File: config.mk
export PLATFORM = sky130hd
export DESIGN_NAME = cbf_fifo
export DESIGN_NICKNAME = d
export VERILOG_FILES = /design/src/design/cbf_fifo.sv
export SDC_FILE = /design/constraint.sdc
export NUM_CORES = 1
export LEC_CHECK = 0
export ABC_CLOCK_PERIOD_IN_PS = 2200
export BUFFER_PORTS_ARGS = -buffer_cell sky130_fd_sc_hd__buf_2
export CORE_UTILIZATION = 50
export CTS_BUF_LIST = sky130_fd_sc_hd__clkbuf_8
export CTS_CLUSTER_SIZE = 30
export DETAILED_ROUTE_END_ITERATION = 12
export GPL_ROUTABILITY_DRIVEN = 0
export MAX_ROUTING_LAYER = met4
export PLACE_DENSITY = 0.79
export SETUP_SLACK_MARGIN = 0.4
export SKIP_LAST_GASP = 1
export SLEW_MARGIN = 20
export SYNTH_ARGS = -nofsm -noshare
export SYNTH_HDL_FRONTEND = slang
export SYNTH_SLANG_ARGS = --single-unit
File: constraint.sdc
create_clock -name clk -period 2.2 [get_ports clk]
set_clock_uncertainty 0.05 [all_clocks]
set_input_delay 0.11 -clock clk [delete_from_list [all_inputs] [get_ports clk]]
set_output_delay 0.11 -clock clk [all_outputs]
set_load 0.01 [all_outputs]
File: src/design/cbf_fifo.sv
// two entry queue used on both sides of the flattening engine
// depends on nothing but its parameter
module cbf_fifo #(
  parameter int WIDTH = 8
) (
  input  logic             clk,
  input  logic             rst_n,
  input  logic             wr,
  input  logic [WIDTH-1:0] wdata,
  input  logic             rd,
  output logic [WIDTH-1:0] rdata,
  output logic             full,
  output logic             empty
);

  logic [WIDTH-1:0] mem_r [2];
  logic             wp_r, rp_r;
  logic [1:0]       cnt_r;
  logic             do_wr, do_rd;

  assign full  = (cnt_r == 2'd2);
  assign empty = (cnt_r == 2'd0);
  assign do_wr = wr && !full;
  assign do_rd = rd && !empty;
  assign rdata = mem_r[rp_r];

  always_ff @(posedge clk) begin
    if (do_wr) begin
      mem_r[wp_r] <= wdata;
    end
    if (!rst_n) begin
      wp_r  <= 1'b0;
      rp_r  <= 1'b0;
      cnt_r <= 2'd0;
    end else begin
      if (do_wr) wp_r <= !wp_r;
      if (do_rd) rp_r <= !rp_r;
      cnt_r <= cnt_r + 2'(do_wr) - 2'(do_rd);
    end
  end

endmodule

; ---- After elaboration in Yosys (flattened, before gate mapping)
; Memory sizes are Yosys's and may differ from the RTL's. A register that Yosys moved wholly into a read port is not among the register bits.
; Index checks and enable logic that the tools add are counted.
[classes]
n_addsub = 2
eq_ne = 1
muxes = 4
n_reduce_logical = 7
[ops]
columns = operator, n
row1 = $logic_not A1 Y1, 4
row2 = $mux W1, 4
row3 = $add A2 B1 Y2, 1
row4 = $eq A2 B2 Y1 const B, 1
row5 = $logic_and A1 B1 Y1, 2
row6 = $logic_not A2 Y1, 1
row7 = $sub A2 B1 Y2, 1
[word_totals]
ff_bits = 4
mem_bits_rw = 16
input_bits = 12
out_inout_bits = 10
word_cells = 18
mem_count = 1
[mem_list]
columns = memory, depth, word_bits, read_ports, rd_clocked_by_memory_dff, wr, line_no
row1 = mem_r, 2, 8, 1, 1, 1, 16  ; logic [WIDTH-1:0] mem_r [2];

; ---- Logic depth before layout (Yosys ltp)
[logic_depth]
ltp_word = 5
ltp_mapped = 8
mapped_depth_nobuf = 8

; ---- Worst setup path before layout
; OpenSTA, ideal clock, no wires.
[synth_path]
kind = register -> register
startpoint = reg cnt_r[0]
endpoint = reg cnt_r[1]
setup_ns = 0.078
arrival_time_ns = 1.467
required_ns = 2.072
slack_ns = 0.605
path_stages_with_launch = 9
n_path_buf = 0
synth_period_minus_slack_ns = 1.595
cell_sequence = dfxtp_1 nand2b_1 nand2_1 ha_1 inv_1 ha_1 xor2_1 and2_2 nor3_1
[synth_via]
elab_chain_cells = 5
elab_cells_between_ends = 8
classes_between = add/sub: 2 / eq/ne: 1 / reduce/logical: 5
[synth_lines]
columns = element, line_no
row1 = "start, declared", 18  ; logic [1:0] cnt_r;
row2 = "start signal, assigned", 38  ; cnt_r <= cnt_r + 2'(do_wr) - 2'(do_rd);
row3 = $eq A2 B2 Y1, 21  ; assign full = (cnt_r == 2'd2);
row4 = $logic_not A1 Y1, 23  ; assign do_wr = wr && !full;
row5 = $logic_and A1 B1 Y1, 23
row6 = $add A2 B1 Y2, 38
row7 = $sub A2 B1 Y2 (*), 38
; Mark *: on every way between the ends. The rest lies on a longest branch, timed or not.
; A chain may end at the register's enable or synchronous reset.

; ---- Worst setup path in the final report
[layout_path]
startpoint = reg cnt_r[1]
endpoint = reg cnt_r[1]
[layout_via]
elab_cells_between_ends = 8
classes_between = add/sub: 2 / eq/ne: 1 / reduce/logical: 5
[layout_lines]
columns = element, line_no
row1 = $logic_not A2 Y1, 22  ; assign empty = (cnt_r == 2'd0);
row2 = $logic_not A1 Y1, 24  ; assign do_rd = rd && !empty;
row3 = $logic_and A1 B1 Y1, 24
row4 = via do_rd, 19  ; logic do_wr, do_rd;
row5 = $sub A2 B1 Y2, 38
; The timed path passes the listed nets, and every way through them passes these cells.

==> results by group <==
Timing
  – RSZ-0062 raised after global routing: no
  – Slew Viols, Final: 0
  – Setup_tns: 0 ns
  – Fmax: 0.615 GHz
  – Final hold vios: 0
  – Worst hold slack: 0.00485 ns
  – Final setup margin: 0.574 ns
  – Min Tclk post-route: 1.63 ns
  – Slew margin rel.: 74.4%
  – Final setup viols: 0
  – Fin crit share: 73.9%
  – Worst slew pin tran: 0.384 ns

Yosys
  – Top post-synthesis cells by area: edfxtp_1, dfxtp_1, mux2_2, ha_1, nor2_1
  – Mapped Cells: 52
  – Mapped Nets: 66
  – Yosys warnings: 0
  – Post-synth cell types: 17
  – Yosys top cell area share: 59.2%
  – Sequential fraction of the synthesis area: 71.5%
  – Area leader, netlist: edfxtp_1
  – Mapped Area: 812 sq um
  – Synth Register Bits: 21
  – Mean Syn Cell Area: 15.6 sq um

Floorplanning
  – Number of top-level pins: 22
  – Site row count: 14
  – Die height: 42.3 microns
  – Core area: 1510 sq um
  – Die W: 42.3 microns
  – Starting Density: 53.9%
  – Die area: 1790 sq um

Drt
  – Drt wl/cell: 12.0 microns
  – Post-DR vias/cell: 5.07
  – Drc violations: 0
  – Vias after detailed routing: 502
  – 1st-pass router iterations: 4
  – 1st-iter DRT viols: 2
  – DRT Wirelength: 1190 microns
  – Antenna viol nets, final: 0

Setup path
  – FF-to-FF Start: cnt_r[1]
  – Worst R2R Path Depth: 7
  – Max FO, Critical Path: 5
  – Buffers & Inverters on Critical Path: 1
  – Critical path depth: 7
  – CP arrival: 1.76 ns
  – Critical Path RT: 2.33 ns
  – CP max stage cell: dfxtp_1
  – Most used cell, CP: ha_1
  – Critical path type: register to register
  – CP max stage delay: 0.36 ns
  – Delay-heaviest family, CP: adder cells
  – Crit start category: register
  – Worst setup path startpoint: cnt_r[1]
  – CP Capture Type: register
  – Worst-path cell chain: o21a_2 -> ha_1 -> inv_1 -> ha_1 -> xor2_1 -> and2_2 -> nor3_2

CTS
  – CTS tree: done
  – CTS Buffer Depth: 2
  – Reg clk slew, reported paths: 0.07 ns
  – H-tree levels: 1
  – CTS Sinks: 21
  – TritonCTS buffer count: 3
  – Worst-Skew Late Latency: 0.25 ns
  – Root Buffer: clkbuf_8

Hold path
  – WHS Path Cells: 1
  – Hold_sp: wdata[2]
  – Min-Delay Path Class: input port to register

Global routing
  – Met2 usage: 26.8%
  – Total track usage: 16.3%
  – Number of global-route vias before repair: 478
  – First-pass GRT wire length: 1970 microns
  – Largest net degree at the start of global routing: 13
  – GR Layer Usage met1: 18.8%
  – Initial antenna violation count: 0
  – Met3 Use GR: 2.59%
  – GR peak layer: met2
  – Remaining Overflow, GRT: 0

Final layout
  – Register area: 584 sq um
  – Most common cell after layout, fill and taps aside: buf_2
  – Area grow syn2layout: 30.8%
  – Area of the multi-input gates: 228 sq um
  – # fillers: 112
  – # diodes: 0
  – Commonest non-fill, non-tap cells in the layout: buf_2, edfxtp_1, mux2_2
  – Proportion of layout cells with a drive suffix above 1: 47.0%
  – Nets@finish: 98

Pwr
  – Leak: 0.451 nW
  – PD cells: 1100 nW/um^2
  – Worst vdd ir: 656 uV

Placement
  – Dpl hpwl: 887 microns
  – IO buf count: 21
  – Pre-CTS setup slack: 0.485 ns

Status
  – Status: completed

Run
  – Max-capacitance violation count: 0
## logic make-up (layout without fill, tap and decap cells)
| logic type | after synthesis | in the layout | share of synthesized area [%] |
|---|---|---|---|
| flops | 21 | 21 | 71.5 |
| fa+ha+maj | 2 | 2 | 3.08 |
| xor+xnor | 2 | 2 | 2.16 |
| buf+inv | 4 | 35 | 2.00 |
| simple gates | 13 | 13 | 7.86 |
| mux | 9 | 9 | 12.3 |
| compound gates | 1 | 1 | 1.08 |
## synthesized netlist by cell type
cell       n
ha_1       2
xor2_1     1
nand2_1    2
edfxtp_1  16
inv_1      3
o21a_2     1
and3_1     1
xnor2_1    1
mux2i_1    1
and2_2     1
mux2_2     8
dfxtp_1    5
nor2_1     5
nand2b_1   2
buf_2      1
and2_1     1
nor3_1     1
## stage by stage
step / std cells / util, % / power, mW / area (sq um)
floorplan: 52 / - / 0.801 / 812
global placement: 89 / 62.4 / 0.907 / 940
detailed placement: 89 / 62.4 / 0.922 / 940
CTS: 98 / 68.8 / 1.16 / 1040
global route: 99 / 70.5 / 1.26 / 1060
finish: 99 / 70.5 / 1.17 / 1060
## routing by layer
layer  vias to the layer above  part of all wire [%]
met3                         2                   3.6
met2                        15                    56
li1                        245                     -
met1                       240                    39
met4                         0                   1.3
met5                         -                     0
## worst register-to-register path: stages (launching register included)
cell and delay, ns:
dfxtp_1 0.36, o21a_2 0.24, ha_1 0.27, inv_1 0.04, ha_1 0.18, xor2_1 0.15
and2_2 0.20, nor3_2 0.08
## final timing paths
kind,end,slack (ns)
worst max-delay path,cnt_r[1],0.57
worst max register to register,cnt_r[1],0.57
worst min register to register,wp_r,0.44
worst min-delay path,mem_r[0][2],0.005
## report_power, final
part	internal, mW	total (mW)	leakage, nW	switching, mW
logic	0.192	0.353	0.234	0.161
clock network	0.125	0.235	0.0255	0.110
registers	0.523	0.582	0.191	0.0594
## flip-flops by register name, summed over array words and instances (netlist names), named ones only
register  cells
mem_r        16
rp_r          1
wp_r          1
cnt_r         2
## timing repair
item	4_1_cts	5_1_grt
hold endpoints to repair	10	2
resized for setup	0	4
buffers inserted	0	0
setup endpoints to repair	0	1
hold buffers	5	1
## layout make-up
type / instances / area share (%)
repair buffers: 28 / 16.3
multi-input cells: 27 / 21.4
clock inverters: 1 / 0.471
well taps: 16 / 1.88
inverters: 3 / 1.06
flip-flops and latches: 21 / 55.0
clock buffers: 3 / 3.89
(Power assumes the default switching activity.)
